===== src/rtl/lrupr_pkg.sv =====
// Package for the LRU page replacement block.
// Holds the result word type, the link flags passed between frame cells and register codes.
// Depends on nothing; used by every module in rtl.
package lrupr_pkg;

    localparam int PAGE_PORT_W = 16;
    localparam int FAULT_W     = 16;
    localparam int CFG_DATA_W  = 32;
    localparam int CFG_ADDR_W  = 3;
    localparam int FIU_W       = 4;

    localparam logic [FIU_W-1:0]   FIU_RESET = 4'd8;
    localparam logic [FAULT_W-1:0] FAULT_MAX = 16'hFFFF;

    // Register index decoded from paddr[2].
    localparam logic REG_FRAMES_IN_USE = 1'b0;

    typedef logic [PAGE_PORT_W-1:0] page_port_t;
    typedef logic [FAULT_W-1:0]     fault_t;

    typedef struct packed {
        logic hit_seen;
        logic empty_seen;
    } link_t;

    typedef struct packed {
        logic       hit;
        logic       evicted_valid;
        page_port_t evicted_page;
        fault_t     fault_count;
    } res_t;

endpackage


===== src/rtl/lrupr_cell.sv =====
// One frame cell of the LRU stack: holds a page and its valid bit.
// Loads from its left neighbor when the stack shifts; passes search flags to the right.
// Depends on lrupr_pkg.
module lrupr_cell
    import lrupr_pkg::*;
#(
    parameter int PW = 16
)
(
    input  logic          clk,
    input  logic          rst_n,
    input  logic          load_en,
    input  logic          hit_any,
    input  logic          win,
    input  logic          last,
    input  logic [PW-1:0] ref_page,
    input  logic [PW-1:0] left_page,
    input  logic          left_valid,
    input  link_t         link_in,
    input  logic [PW-1:0] ev_in,
    output link_t         link_out,
    output logic [PW-1:0] ev_out,
    output logic [PW-1:0] page,
    output logic          valid
);

    logic [PW-1:0] page_reg;
    logic [PW-1:0] page_next;
    logic          valid_reg;
    logic          valid_next;
    logic          shift;

    always_comb
    begin
        link_out.hit_seen   = link_in.hit_seen | (win & valid_reg & (page_reg == ref_page));
        link_out.empty_seen = link_in.empty_seen | (win & ~valid_reg);
        ev_out              = ev_in | (page_reg & {PW{last}});
        shift = load_en & win & (hit_any ? ~link_in.hit_seen : ~link_in.empty_seen);
        page_next  = shift ? left_page : page_reg;
        valid_next = shift ? left_valid : valid_reg;
    end

    always_ff @(posedge clk or negedge rst_n)
    begin
        if (!rst_n)
        begin
            valid_reg <= 1'b0;
        end
        else
        begin
            valid_reg <= valid_next;
        end
    end

    always_ff @(posedge clk)
    begin
        page_reg <= page_next;
    end

    assign page  = page_reg;
    assign valid = valid_reg;

endmodule


===== src/rtl/lrupr_out.sv =====
// Output register with a skid stage for the result word.
// Lets a new word be taken while the previous one waits on a stalled receiver.
// Depends on lrupr_pkg.
module lrupr_out
    import lrupr_pkg::*;
(
    input  logic clk,
    input  logic rst_n,
    input  logic res_valid,
    input  res_t res,
    output logic in_stall,
    output logic out_valid,
    input  logic out_stall,
    output res_t out_res
);

    logic out_valid_reg;
    logic out_valid_next;
    res_t out_res_reg;
    res_t out_res_next;
    logic skid_valid_reg;
    logic skid_valid_next;
    res_t skid_res_reg;
    res_t skid_res_next;

    always_comb
    begin
        out_valid_next  = out_valid_reg;
        out_res_next    = out_res_reg;
        skid_valid_next = skid_valid_reg;
        skid_res_next   = skid_res_reg;
        if (out_valid_reg && out_stall)
        begin
            if (res_valid)
            begin
                skid_valid_next = 1'b1;
                skid_res_next   = res;
            end
        end
        else if (skid_valid_reg)
        begin
            out_valid_next  = 1'b1;
            out_res_next    = skid_res_reg;
            skid_valid_next = 1'b0;
        end
        else
        begin
            out_valid_next = res_valid;
            if (res_valid)
            begin
                out_res_next = res;
            end
        end
    end

    always_ff @(posedge clk or negedge rst_n)
    begin
        if (!rst_n)
        begin
            out_valid_reg  <= 1'b0;
            skid_valid_reg <= 1'b0;
        end
        else
        begin
            out_valid_reg  <= out_valid_next;
            skid_valid_reg <= skid_valid_next;
        end
    end

    always_ff @(posedge clk)
    begin
        out_res_reg  <= out_res_next;
        skid_res_reg <= skid_res_next;
    end

    assign in_stall  = skid_valid_reg;
    assign out_valid = out_valid_reg;
    assign out_res   = out_res_reg;

`ifndef NO_ASSERTIONS
    a_skid_needs_out: assert property (@(posedge clk) disable iff (!rst_n)
        skid_valid_reg |-> out_valid_reg)
        else $error("skid word held while output register is empty");

    a_skid_capture: assert property (@(posedge clk) disable iff (!rst_n)
        (res_valid && out_valid_reg && out_stall) |=> skid_valid_reg)
        else $error("word taken during output stall was not kept in skid stage");

    a_skid_drains: assert property (@(posedge clk) disable iff (!rst_n)
        (skid_valid_reg && !out_stall) |=> (!skid_valid_reg && out_valid_reg))
        else $error("skid word did not move to output register");
`endif

endmodule


===== src/rtl/lru_page_replacement.sv =====
// Top level of the LRU page replacement block: a chain of frame cells kept in recency order,
// the frames_in_use register on an APB-style port, the fault counter and the output stage.
// Depends on lrupr_pkg, lrupr_cell and lrupr_out.
//
// Usage: each input word on (in_valid, in_stall, page_id) is one page reference. It is
// accepted when in_valid is high and in_stall is low. One result word comes out on
// (out_valid, out_stall) with hit, evicted_valid, evicted_page and fault_count, and is
// taken when out_valid is high and out_stall is low.
// The result word of an accepted reference is registered in the output or skid stage.
// Throughput is one reference per cycle while in_stall is low; the whole cell chain compares
// and shifts in the same cycle, so the next reference sees the updated recency order.
// When the receiver stalls, one more word is taken into a skid stage and then in_stall rises
// until the receiver takes the waiting word.
// Reset empties all frames, clears the fault counter and sets frames_in_use to 8 (bounded by
// MAX_FRAMES). Write frames_in_use only while the block is idle; the block does not check.
module lru_page_replacement
    import lrupr_pkg::*;
#(
    parameter int MAX_FRAMES = 8,
    parameter int PAGE_BITS  = 16
)
(
    input  logic                  clk,
    input  logic                  rst_n,
    input  logic                  in_valid,
    output logic                  in_stall,
    input  logic [PAGE_PORT_W-1:0] page_id,
    output logic                  out_valid,
    input  logic                  out_stall,
    output logic                  hit,
    output logic                  evicted_valid,
    output logic [PAGE_PORT_W-1:0] evicted_page,
    output logic [FAULT_W-1:0]    fault_count,
    input  logic                  psel,
    input  logic                  penable,
    input  logic                  pwrite,
    input  logic [CFG_ADDR_W-1:0] paddr,
    input  logic [CFG_DATA_W-1:0] pwdata,
    output logic [CFG_DATA_W-1:0] prdata,
    output logic                  pready
);

    localparam int PW    = (PAGE_BITS < PAGE_PORT_W) ? PAGE_BITS : PAGE_PORT_W;
    localparam int CL    = $clog2(MAX_FRAMES + 1);
    localparam int CW    = (CL > FIU_W) ? CL : FIU_W;

    logic [FIU_W-1:0]      frames_in_use_reg;
    logic [FIU_W-1:0]      frames_in_use_next;
    fault_t                fault_cnt_reg;
    fault_t                fault_cnt_next;
    logic [CW-1:0]         fiu_ext;
    logic [CW-1:0]         eff_frames;
    logic                  accept;
    logic                  miss;
    logic [PW-1:0]         ref_page;
    logic [MAX_FRAMES-1:0] win;
    logic [MAX_FRAMES-1:0] last;
    logic [MAX_FRAMES-1:0] valid_vec;
    logic [PW-1:0]         cell_page [MAX_FRAMES];
    link_t                 link      [MAX_FRAMES+1];
    logic [PW-1:0]         ev_chain  [MAX_FRAMES+1];
    res_t                  res;
    res_t                  out_res;

    // Configuration port.
    always_comb
    begin
        frames_in_use_next = frames_in_use_reg;
        if (psel && penable && pwrite && (paddr[2] == REG_FRAMES_IN_USE))
        begin
            frames_in_use_next = pwdata[FIU_W-1:0];
        end
        prdata = (paddr[2] == REG_FRAMES_IN_USE) ? CFG_DATA_W'(frames_in_use_reg) : '0;
    end

    assign pready = 1'b1;

    always_comb
    begin
        fiu_ext = CW'(frames_in_use_reg);
        if (fiu_ext == '0)
        begin
            eff_frames = CW'(1);
        end
        else if (fiu_ext > CW'(MAX_FRAMES))
        begin
            eff_frames = CW'(MAX_FRAMES);
        end
        else
        begin
            eff_frames = fiu_ext;
        end
    end

    assign accept   = in_valid & ~in_stall;
    assign ref_page = page_id[PW-1:0];
    assign link[0]  = '0;
    assign ev_chain[0] = '0;

    genvar gi;
    generate
        for (gi = 0; gi < MAX_FRAMES; gi++)
        begin : g_cell
            logic [PW-1:0] left_page;
            logic          left_valid;

            assign win[gi] = (CW'(gi) < eff_frames);

            if (gi == MAX_FRAMES - 1)
            begin : g_end
                assign last[gi] = win[gi];
            end
            else
            begin : g_mid
                assign last[gi] = win[gi] & ~win[gi+1];
            end

            if (gi == 0)
            begin : g_head
                assign left_page  = ref_page;
                assign left_valid = 1'b1;
            end
            else
            begin : g_body
                assign left_page  = cell_page[gi-1];
                assign left_valid = valid_vec[gi-1];
            end

            lrupr_cell #(
                .PW (PW)
            ) u_cell (
                .clk        (clk),
                .rst_n      (rst_n),
                .load_en    (accept),
                .hit_any    (link[MAX_FRAMES].hit_seen),
                .win        (win[gi]),
                .last       (last[gi]),
                .ref_page   (ref_page),
                .left_page  (left_page),
                .left_valid (left_valid),
                .link_in    (link[gi]),
                .ev_in      (ev_chain[gi]),
                .link_out   (link[gi+1]),
                .ev_out     (ev_chain[gi+1]),
                .page       (cell_page[gi]),
                .valid      (valid_vec[gi])
            );
        end
    endgenerate

    // Result word and fault counter.
    always_comb
    begin
        miss              = ~link[MAX_FRAMES].hit_seen;
        res.hit           = link[MAX_FRAMES].hit_seen;
        res.evicted_valid = miss & ~link[MAX_FRAMES].empty_seen;
        res.evicted_page  = res.evicted_valid ? page_port_t'(ev_chain[MAX_FRAMES]) : '0;
        if (miss && (fault_cnt_reg != FAULT_MAX))
        begin
            res.fault_count = fault_cnt_reg + fault_t'(1);
        end
        else
        begin
            res.fault_count = fault_cnt_reg;
        end
        fault_cnt_next = accept ? res.fault_count : fault_cnt_reg;
    end

    always_ff @(posedge clk or negedge rst_n)
    begin
        if (!rst_n)
        begin
            frames_in_use_reg <= FIU_RESET;
            fault_cnt_reg     <= '0;
        end
        else
        begin
            frames_in_use_reg <= frames_in_use_next;
            fault_cnt_reg     <= fault_cnt_next;
        end
    end

    lrupr_out u_out (
        .clk       (clk),
        .rst_n     (rst_n),
        .res_valid (accept),
        .res       (res),
        .in_stall  (in_stall),
        .out_valid (out_valid),
        .out_stall (out_stall),
        .out_res   (out_res)
    );

    assign hit           = out_res.hit;
    assign evicted_valid = out_res.evicted_valid;
    assign evicted_page  = out_res.evicted_page;
    assign fault_count   = out_res.fault_count;

`ifndef NO_ASSERTIONS
    a_valid_prefix: assert property (@(posedge clk) disable iff (!rst_n)
        (valid_vec & ~((valid_vec << 1) | MAX_FRAMES'(1))) == '0)
        else $error("occupied frames are not contiguous from the most recent end");

    a_head_update: assert property (@(posedge clk) disable iff (!rst_n)
        accept |=> (valid_vec[0] && (cell_page[0] == $past(ref_page))))
        else $error("referenced page did not become most recent");

    a_fault_monotonic: assert property (@(posedge clk) disable iff (!rst_n)
        1'b1 |=> (fault_cnt_reg >= $past(fault_cnt_reg)))
        else $error("fault counter went backward");
`endif

endmodule


===== config.mk =====
export PLATFORM = sky130hd
export DESIGN_NAME = lru_page_replacement
export DESIGN_NICKNAME = d
export VERILOG_FILES = /design/src/rtl/lrupr_pkg.sv /design/src/rtl/lrupr_cell.sv /design/src/rtl/lrupr_out.sv /design/src/rtl/lru_page_replacement.sv
export SDC_FILE = /design/constraint.sdc
export NUM_CORES = 1
export LEC_CHECK = 0
export BUFFER_PORTS_ARGS = -buffer_cell sky130_fd_sc_hd__buf_4
export CORE_UTILIZATION = 52
export CTS_CLUSTER_DIAMETER = 200
export DETAILED_ROUTE_END_ITERATION = 10
export GPL_TIMING_DRIVEN = 0
export PLACE_DENSITY = 0.72
export SLEW_MARGIN = 10
export SYNTH_ARGS = -nofsm -noshare
export SYNTH_HDL_FRONTEND = slang
export SYNTH_SLANG_ARGS = --single-unit
export TNS_END_PERCENT = 30

===== constraint.sdc =====
create_clock -name clk -period 4.6 [get_ports clk]
set_clock_uncertainty 0.05 [all_clocks]
set_input_delay 0.23 -clock clk [delete_from_list [all_inputs] [get_ports clk]]
set_output_delay 0.23 -clock clk [all_outputs]
set_load 0.02 [all_outputs]

* Word-level counts from Yosys, hierarchy flattened
Cells that the tools add are included.
** Word-level totals
- Input bits :: 58
- Latch bits :: 0
- Memories kept :: 0
- Output and inout bits :: 69
- Word-level logic and storage cells :: 185
- RAM bits :: 0
- Register bits after elaboration :: 226
- Memory bits (read-only) :: 0
** Operators by class
- Bitwise operators :: 111
- Eq/ne operators :: 10
- Multiply operators :: 0
- Shift-type cells :: 0
- $lt $le $gt $ge :: 9
- Div/mod/pow operators :: 0
- Reductions and logical operators :: 9
- Add/sub/neg operators :: 1
- Mux-type cells :: 17
** Operators by type and width (count)
- $and 16x16->16 :: 8
- $eq 16x16->1 :: 8
- $or 16x16->16 :: 7
- $mux 34 :: 2
- $and 1x1->1 :: 48
- $not 1->1 :: 34
- $mux 16 :: 2
- $add 16x1->16 const B :: 1
- $lt 3x4->1 const A :: 4
- $ne 16x16->1 const B :: 1
- $or 1x1->1 :: 14
- $mux 4 :: 3
- $mux 1 :: 10
- $lt 1x4->1 const A :: 2
- $lt 2x4->1 const A :: 2
- $logic_and 1x1->1 :: 5
- $gt 4x4->1 const B :: 1
- $logic_not 4->1 :: 1
- $reduce_and 2->1 :: 2
- $ne 2x2->1 const B :: 1
- $reduce_bool 2->1 :: 1

* Longest topological paths before layout
Gate-level depths: netlist (run 1).
- Word-level depth :: 18
- Mapped depth :: 13
- Mapped depth without buffers :: 9

* By module
A second synthesis (run 1) with hierarchy kept.
** Unflattened totals
- Cell total of the unflattened synthesis :: 812
- Area total of the unflattened synthesis :: 11172.0 um^2
** Modules (own cells, without submodules)
- lrupr_cell :: instances 8, cells an instance 63, area an instance 852.1 um^2, sequential area each 505.5 um^2
- lrupr_out :: instances 1, cells an instance 112, area an instance 2676.3 um^2, sequential area each 2092.0 um^2
- lru_page_replacement :: instances 1, cells an instance 196, area an instance 1679.1 um^2, sequential area each 501.7 um^2

* Least setup slack after synthesis (run 1)
No wires, ideal clock.
- Path kind :: register to register
- From :: register frames_in_use_reg[1] (netlist: fiu_ext[1])
- To :: register g_cell[5].u_cell.valid_reg
- Path buffers :: 1
- Data arrival time :: 3.907 ns
- Setup slack :: 0.518 ns
- Clock period less this slack :: 4.082 ns
- Required time :: 4.425 ns
- Cell stages (with the launch flop) :: 8
- Setup time :: 0.125 ns
- Path through :: dfrtp_1 -> clkbuf_1 -> nor4b_2 -> o21ai_0 -> a21oi_1 -> and3b_1 -> nor4b_1 -> mux2_2
** On the way
- Longest elaborated chain between the ends :: 15
- Elaborated cells on any way between the ends :: 49
- Classes of those cells :: order compare: 9; mux: 3; bitwise: 36; reduce/logical: 1
** RTL lines
- from (decl) :: RTL line lru_page_replacement.sv:47 : logic [FIU_W-1:0] frames_in_use_reg;
- from (signal assigned) :: RTL line lru_page_replacement.sv:178 : frames_in_use_reg <= frames_in_use_next;
- $gt 4x4->1 :: RTL line lru_page_replacement.sv:85 : else if (fiu_ext > CW'(MAX_FRAMES))
- $mux 4 :: RTL line lru_page_replacement.sv:85
- $mux 4 * :: RTL line lru_page_replacement.sv:81 : if (fiu_ext == '0)
- $lt 1x4->1 :: RTL line lru_page_replacement.sv:107 : assign win[gi] = (CW'(gi) < eff_frames);
- $and 1x1->1 (2 in series) :: RTL line lrupr_cell.sv:35 : link_out.hit_seen = link_in.hit_seen | (win & valid_reg & (page_reg == ref_page));
- $or 1x1->1 (7 in series) :: RTL line lrupr_cell.sv:35
- $mux 1 :: RTL line lrupr_cell.sv:38 : shift = load_en & win & (hit_any ? ~link_in.hit_seen : ~link_in.empty_seen);
- $and 1x1->1 * :: RTL line lrupr_cell.sv:38
- net g_cell[5].u_cell.shift :: RTL line lrupr_cell.sv:31 : logic shift;
- to (signal assigned) :: RTL line lrupr_cell.sv:51 : valid_reg <= valid_next;
- to (decl) :: RTL line lrupr_cell.sv:29 : logic valid_reg;
The timed path passes the listed nets; every way through them passes the cells marked *.
A chain may end at the register's enable or synchronous reset.

* Worst setup path after layout (run 1)
- From :: register frames_in_use_reg[1] (netlist: fiu_ext[1])
- To :: register g_cell[6].u_cell.valid_reg
** On the way
- Longest elaborated chain between the ends :: 15
- Elaborated cells on any way between the ends :: 51
- Classes of those cells :: order compare: 9; mux: 3; bitwise: 38; reduce/logical: 1
** RTL lines (RTL line)
- $gt 4x4->1 :: lru_page_replacement.sv:85
- $mux 4 :: lru_page_replacement.sv:85
- $mux 4 * :: lru_page_replacement.sv:81
- $lt 1x4->1 :: lru_page_replacement.sv:107
- $and 1x1->1 (2 in series) :: lrupr_cell.sv:35
- $or 1x1->1 (7 in series) :: lrupr_cell.sv:35
- $mux 1 :: lrupr_cell.sv:38
- $and 1x1->1 * :: lrupr_cell.sv:38
- net g_cell[6].u_cell.shift :: lrupr_cell.sv:31
- to (signal assigned) :: lrupr_cell.sv:51
- to (decl) :: lrupr_cell.sv:29
Marks and branches as above.

==> results of run 1 <==
==> area by class of cell <==
| type | instances | area, µm² |
|---|---|---|
| fillers | 1688 | 7830 |
| repair buffers | 96 | 822 |
| clock buffers | 32 | 652 |
| multi-input cells | 618 | 4280 |
| inverters | 12 | 45.0 |
| flip-flops and latches | 226 | 6640 |
| well taps | 275 | 344 |
| clock inverters | 12 | 77.6 |
| plain buffers | 81 | 474 |
==> synthesized netlist by cell type, drive strengths merged, types with 3 or more instances <==
library cell    n  area share [%]
edfxtp        196              52
nand4          55             3.2
nand3          28             1.2
a31oi           8            0.44
nor2           56             1.9
dfrtp          29             6.4
buf            55             3.3
nor4            4            0.22
xor2            7            0.54
clkbuf         26            0.86
inv            12            0.40
mux2           14             1.4
nor2b           5            0.34
nand2          80             2.7
and3           13            0.72
and2            4            0.22
o31ai          18             1.7
or3            16            0.89
or2             4            0.22
a222oi         32             2.8
a21oi          12            0.57
o311ai          3            0.23
nand4b          3            0.23
or4             3            0.20
xnor2         141              11
nor3           15            0.66
nor3b           5            0.33
a22o           17             1.3
o21ai          15            0.66
==> how the worst max path moves through the flow <==
stage / to / slack (ns) / depth (start not counted)
final: g_cell[6].u_cell.valid / 0.59 / 7
after global routing: g_cell[6].u_cell.valid / 0.35 / 7
after CTS: g_cell[7].u_cell.valid / 0.29 / 8
after detailed placement: g_cell[7].u_cell.valid / 0.31 / 8
after global placement: g_cell[5].u_cell.valid / -0.83 / 7
after floorplan: g_cell[5].u_cell.valid / 0.52 / 7
==> cells by family after synthesis <==
logic type | synth area share [%]
AO/OA/AOI/OAI | 9.64
other | 0.0665
adder cells (fa/ha/maj) | 0.111
flip-flops | 58.8
AND/OR/NAND/NOR | 13.9
XOR/XNOR | 11.5
multiplexers | 1.48
buffers and inverters | 4.59
==> report_power, final <==
group | switching [mW] | total, mW | internal [mW]
combinational | 0.883 | 1.46 | 0.580
clock | 0.788 | 1.84 | 1.05
sequential | 0.185 | 2.79 | 2.60
==> layer usage <==
layer,track usage (%),routed length [µm]
met3,3.94,2330
met2,40.8,13000
met4,8.62,909
met5,0,0
met1,35.9,11800
==> per-stage QoR <==
step	utilization (%)	setup slack, ns	instances
6_report	63.0	0.590	1352
5_1_grt	63.0	0.347	1352
4_1_cts	63.0	0.289	1351
3_5_place_dp	58.4	0.311	1284
3_3_place_gp	57.9	-0.828	1279
2_1_floorplan	-	0.518	937
==> worst reg2reg max path, stage by stage (launching register included) <==
cell	delay [ns]
dfrtp_1	0.44
clkbuf_1	0.29
nor4b_2	0.78
o21ai_0	0.19
a21oi_1	0.29
o21ai_0	0.34
a2111oi_4	1.13
mux2_1	0.38
==> repair_timing <==
item	4_1_cts	5_1_grt
endpoints found under the hold margin	51	0
hold buffers	23	0
setup endpoints to repair	0	0
==> flow_summary_export.csv, run 1 <==
group,metric,value,unit
global_route,grt_antenna_before_repair,0,
floorplan,core_area,21200,µm²
sta,finalSetupViolCount,0,
worst_setup_path,r2r_slack,0.59,ns
sta,fmax,249,MHz
floorplan,rows,53,
sta,slew_violations,0,
place,globalplace.congestion,0.941,
worst_setup_path,cp_data_required_time,4.95,ns
clock_network,cts_sinks,226,
power,p_leak,4.75,nW
synth,synth_seq_area_share,58.8,%
clock_network,cts_max_path_buffers,3,
sta,worst_pin_slew,1.16,ns
synth,ys_types,68,
detailed_routing,ant_nets,0,
floorplan,ioPinCount,127,
place,hpwl,21500,µm
clock_network,post_cts_resized,0,
layout,mostFrequentLayoutCells,"edfxtp_1 (196), xnor2_1 (141), buf_4 (101), nand2_1 (80), nor2_1 (55)",
synth,yosysWarnings,0,
floorplan,die-area,22300,µm²
floorplan,start_util,53.4,%
detailed_routing,via_per_inst,5.90,
detailed_routing,wirelength,28100,µm
place,io_buffers,67,
worst_setup_path,crit_type,"flop to flop",
worst_hold_path,hp-class,"primary input to flop",
sta,fin_crit_sh,87.2,%
sta,tns,0,ns
global_route,grt_use_total,25.7,%
worst_setup_path,crit_start,"fiu_ext[1]",
sta,whs,0.0395,ns
layout,drive_gt1_share,19.0,%
worst_hold_path,hp-start,"out_stall",
worst_setup_path,cpMostUsedCell,"o21ai_0",
sta,rsz0062_at_grt,"no",
synth,synth_seq_cells,226,
worst_hold_path,min_delay_path_depth,3,
clock_network,h-tree-depth,1,
layout,antenna_cells,0,
layout,nNetsFinal,1119,
clock_network,cts_made_buffers,25,
synth,synth_ff_type,"edfxtp_1",
synth,synth_edf_count,196,
detailed_routing,drt_pass1_iterations,9,
global_route,grt_pass1_wl,42800,µm
sta,min_period,4.01,ns
layout,syn_to_final_growth,18.0,%
detailed_routing,drc,0,
worst_setup_path,slowest_stage,"a2111oi_4",
worst_setup_path,slowest_delay,1.13,ns
power,ir_worst_vdd,339,µV
sta,slew_headroom,22.8,%
worst_hold_path,min_to,"u_out.in_stall",
detailed_routing,wl_per_cell,20.8,µm
clock_network,root_buffer,"clkbuf_16",
global_route,grt_pass1_vias,7526,
clock_network,cts_tree,"built",
synth,synth_cells,910,
worst_setup_path,critPathArrivalTime,4.37,ns
layout,layout_commonest_cell,"edfxtp_1",
power,p_total,6.09,mW
place,dpl_cell_area,12400,µm²
layout,finish.instance_area,13300,µm²
worst_setup_path,reg2reg_from,"fiu_ext[1]",
global_route,grt_max_degree,31,
worst_setup_path,rr_endpoint,"g_cell[6].u_cell.valid",
layout,largest_reg_flops,128,
power,power_density,457,nW/µm²
clock_network,clock_latency,0.52,ns
worst_setup_path,reg2regPathDepth,7,
synth,async_flop_share,13.3,%
clock_network,clk_pin_slew_worst_paths,0.06,ns
sta,hold_viol,0,
worst_setup_path,crit_chain,"clkbuf_1 > nor4b_2 > o21ai_0 > a21oi_1 > o21ai_0 > a2111oi_4 > mux2_1",
worst_setup_path,path_max_fanout,17,
synth,netlist_area,11300,µm²
synth,synth.avg_cell_area,12.4,µm²
floorplan,die_h,149,µm
detailed_routing,drt_iter0_markers,874,
detailed_routing,num_vias,7973,
worst_setup_path,endpoint_kind,"flop",
status,status,"finished, final reports clean",
floorplan,die_x,149,µm
global_route,overflow,0,
clock_network,cts_setup_buffers,0,
worst_setup_path,start_kind,"flop",
worst_setup_path,path_delay_family,"compound AO/OA/AOI/OAI gates",
worst_setup_path,cp.buffers_inverters,1,
flow_run,drv_cap,0,
Note: power is estimated with default switching activity, not from simulation.
==> inputs of run 2 (changes only) <==
Settings changed: CORE_MARGIN set to 8.
==> flow_summary_export.csv, run 2 (synthesis gave the netlist of run 1 again) <==
group,metric,value,unit
status,status,"finished, final reports clean",
layout,fillCellCount,1702,
floorplan,die_x,163,µm
detailed_routing,via_per_inst,5.79,
clock_network,cts_max_path_buffers,3,
worst_setup_path,r2r_slack,0.53,ns
global_route,grt_use_total,21.6,%
clock_network,cts_sinks,226,
clock_network,cts_tree,"built",
global_route,overflow,0,
global_route,grt_pass1_wl,44200,µm
sta,tns,0,ns
place,hpwl,22300,µm
place,io_buffers,67,
place,dp_slack,0.529,ns
layout,post-route-util,62.2,%
sta,worst_pin_slew,1.17,ns
floorplan,ioPinCount,127,
layout,nNetsFinal,1119,
clock_network,clk_pin_slew_worst_paths,0.06,ns
worst_setup_path,crit_chain,"clkbuf_1 > nand2_1 > or2_2 > nor4_1 > a2bb2oi_1 > and2_0 > nor2b_4 > buf_2 > a21oi_2 > mux2_2",
floorplan,start_util,52.4,%
worst_setup_path,cp_data_required_time,4.95,ns
place,dp.cells,1290,
sta,fmax,246,MHz
worst_setup_path,critPathArrivalTime,4.42,ns
worst_setup_path,start_kind,"flop",
global_route,grt_pass1_vias,7853,
layout,stdcell_count,1358,
worst_hold_path,hp-class,"primary input to flop",
layout,largest_reg_flops,128,
global_route,grt_antenna_before_repair,0,
clock_network,post_cts_resized,0,
clock_network,cts_setup_buffers,0,
sta,min_period,4.07,ns
detailed_routing,wirelength,28800,µm
sta,rsz0062_at_grt,"no",
worst_setup_path,crit_type,"flop to flop",
detailed_routing,num_vias,7858,
sta,finalSetupViolCount,0,
worst_setup_path,endpoint_kind,"flop",
layout,drive_gt1_share,19.5,%
place,globalplace.congestion,0.899,
floorplan,rows,54,
worst_setup_path,path_delay_family,"simple AND/OR/NAND/NOR gates",
layout,mostFrequentLayoutCells,"edfxtp_1 (196), xnor2_1 (141), buf_4 (100), nand2_1 (80), nor2_1 (55)",
layout,finish.instance_area,13400,µm²
power,ir_worst_vdd,337,µV
power,p_total,6.21,mW
layout,layout_commonest_cell,"edfxtp_1",
sta,slew_headroom,21.8,%
worst_setup_path,slowest_delay,0.80,ns
sta,hold_viol,0,
detailed_routing,drt_pass1_iterations,8,
worst_setup_path,path_max_fanout,17,
power,p_leak,4.78,nW
floorplan,die_h,163,µm
flow_run,drv_cap,0,
sta,slew_violations,0,
sta,fin_ws,0.535,ns
global_route,grt_max_degree,31,
layout,syn_to_final_growth,18.7,%
worst_setup_path,slowest_stage,"a21oi_2",
power,power_density,463,nW/µm²
place,dpl_cell_area,12400,µm²
clock_network,cts_made_buffers,25,
worst_setup_path,cp.buffers_inverters,2,
floorplan,core_area,21600,µm²
clock_network,h-tree-depth,1,
detailed_routing,wl_per_cell,21.2,µm
detailed_routing,drc,0,
detailed_routing,ant_nets,0,
sta,fin_crit_sh,88.4,%
clock_network,root_buffer,"clkbuf_16",
sta,whs,0.0213,ns
clock_network,clock_latency,0.52,ns
layout,antenna_cells,0,
floorplan,die-area,26700,µm²
detailed_routing,drt_iter0_markers,792,
## run 2: timing repair
item,in CTS,in global routing
setup endpoints to repair,0,0
hold endpoints to repair,51,0
hold buffers,22,0
## run 2: routing by layer
layer	global-route usage, %	vias up	routed length (µm)
li1	-	3686	-
met1	28.1	3759	11400
met2	35.9	346	13900
met3	3.40	67	2590
met4	7.80	0	948
met5	0	-	0
## run 2: where the power goes
group / total [mW] / leakage, nW / switching [mW] / internal (mW)
Sequential: 2.78 / 2.17 / 0.181 / 2.60
Combinational: 1.46 / 2.22 / 0.882 / 0.580
Clock: 1.96 / 0.393 / 0.786 / 1.18
## run 2: final timing paths
check                                          from  cells after the start                  endpoint
min in group asynchronous                     rst_n                      2          fault_cnt_reg[2]
setup / recovery                         fiu_ext[3]                     10    g_cell[3].u_cell.valid
hold / removal                            out_stall                      3           u_out.out_valid
setup reg to reg                         fiu_ext[3]                     10    g_cell[3].u_cell.valid
hold reg to reg            g_cell[5].u_cell.page[9]                      0  g_cell[6].u_cell.page[9]
max in group asynchronous                     rst_n                      2                fiu_ext[3]
## run 2: area by class of cell
class / count / area [µm²] / share of cell area, %
well taps: 280 / 350 / 2.61
flip-flops and latches: 226 / 6640 / 49.5
inverters: 12 / 45.0 / 0.336
repair buffers: 96 / 821 / 6.12
clock inverters: 7 / 83.8 / 0.625
clock buffers: 38 / 714 / 5.33
plain buffers: 81 / 474 / 3.54
multi-input cells: 618 / 4280 / 31.9
## run 2: worst register-to-register path: stages (launching register included)
cell	delay, ns
dfstp_2	0.52
clkbuf_1	0.38
nand2_1	0.21
or2_2	0.34
nor4_1	0.39
a2bb2oi_1	0.24
and2_0	0.23
nor2b_4	0.16
buf_2	0.22
a21oi_2	0.80
mux2_2	0.42
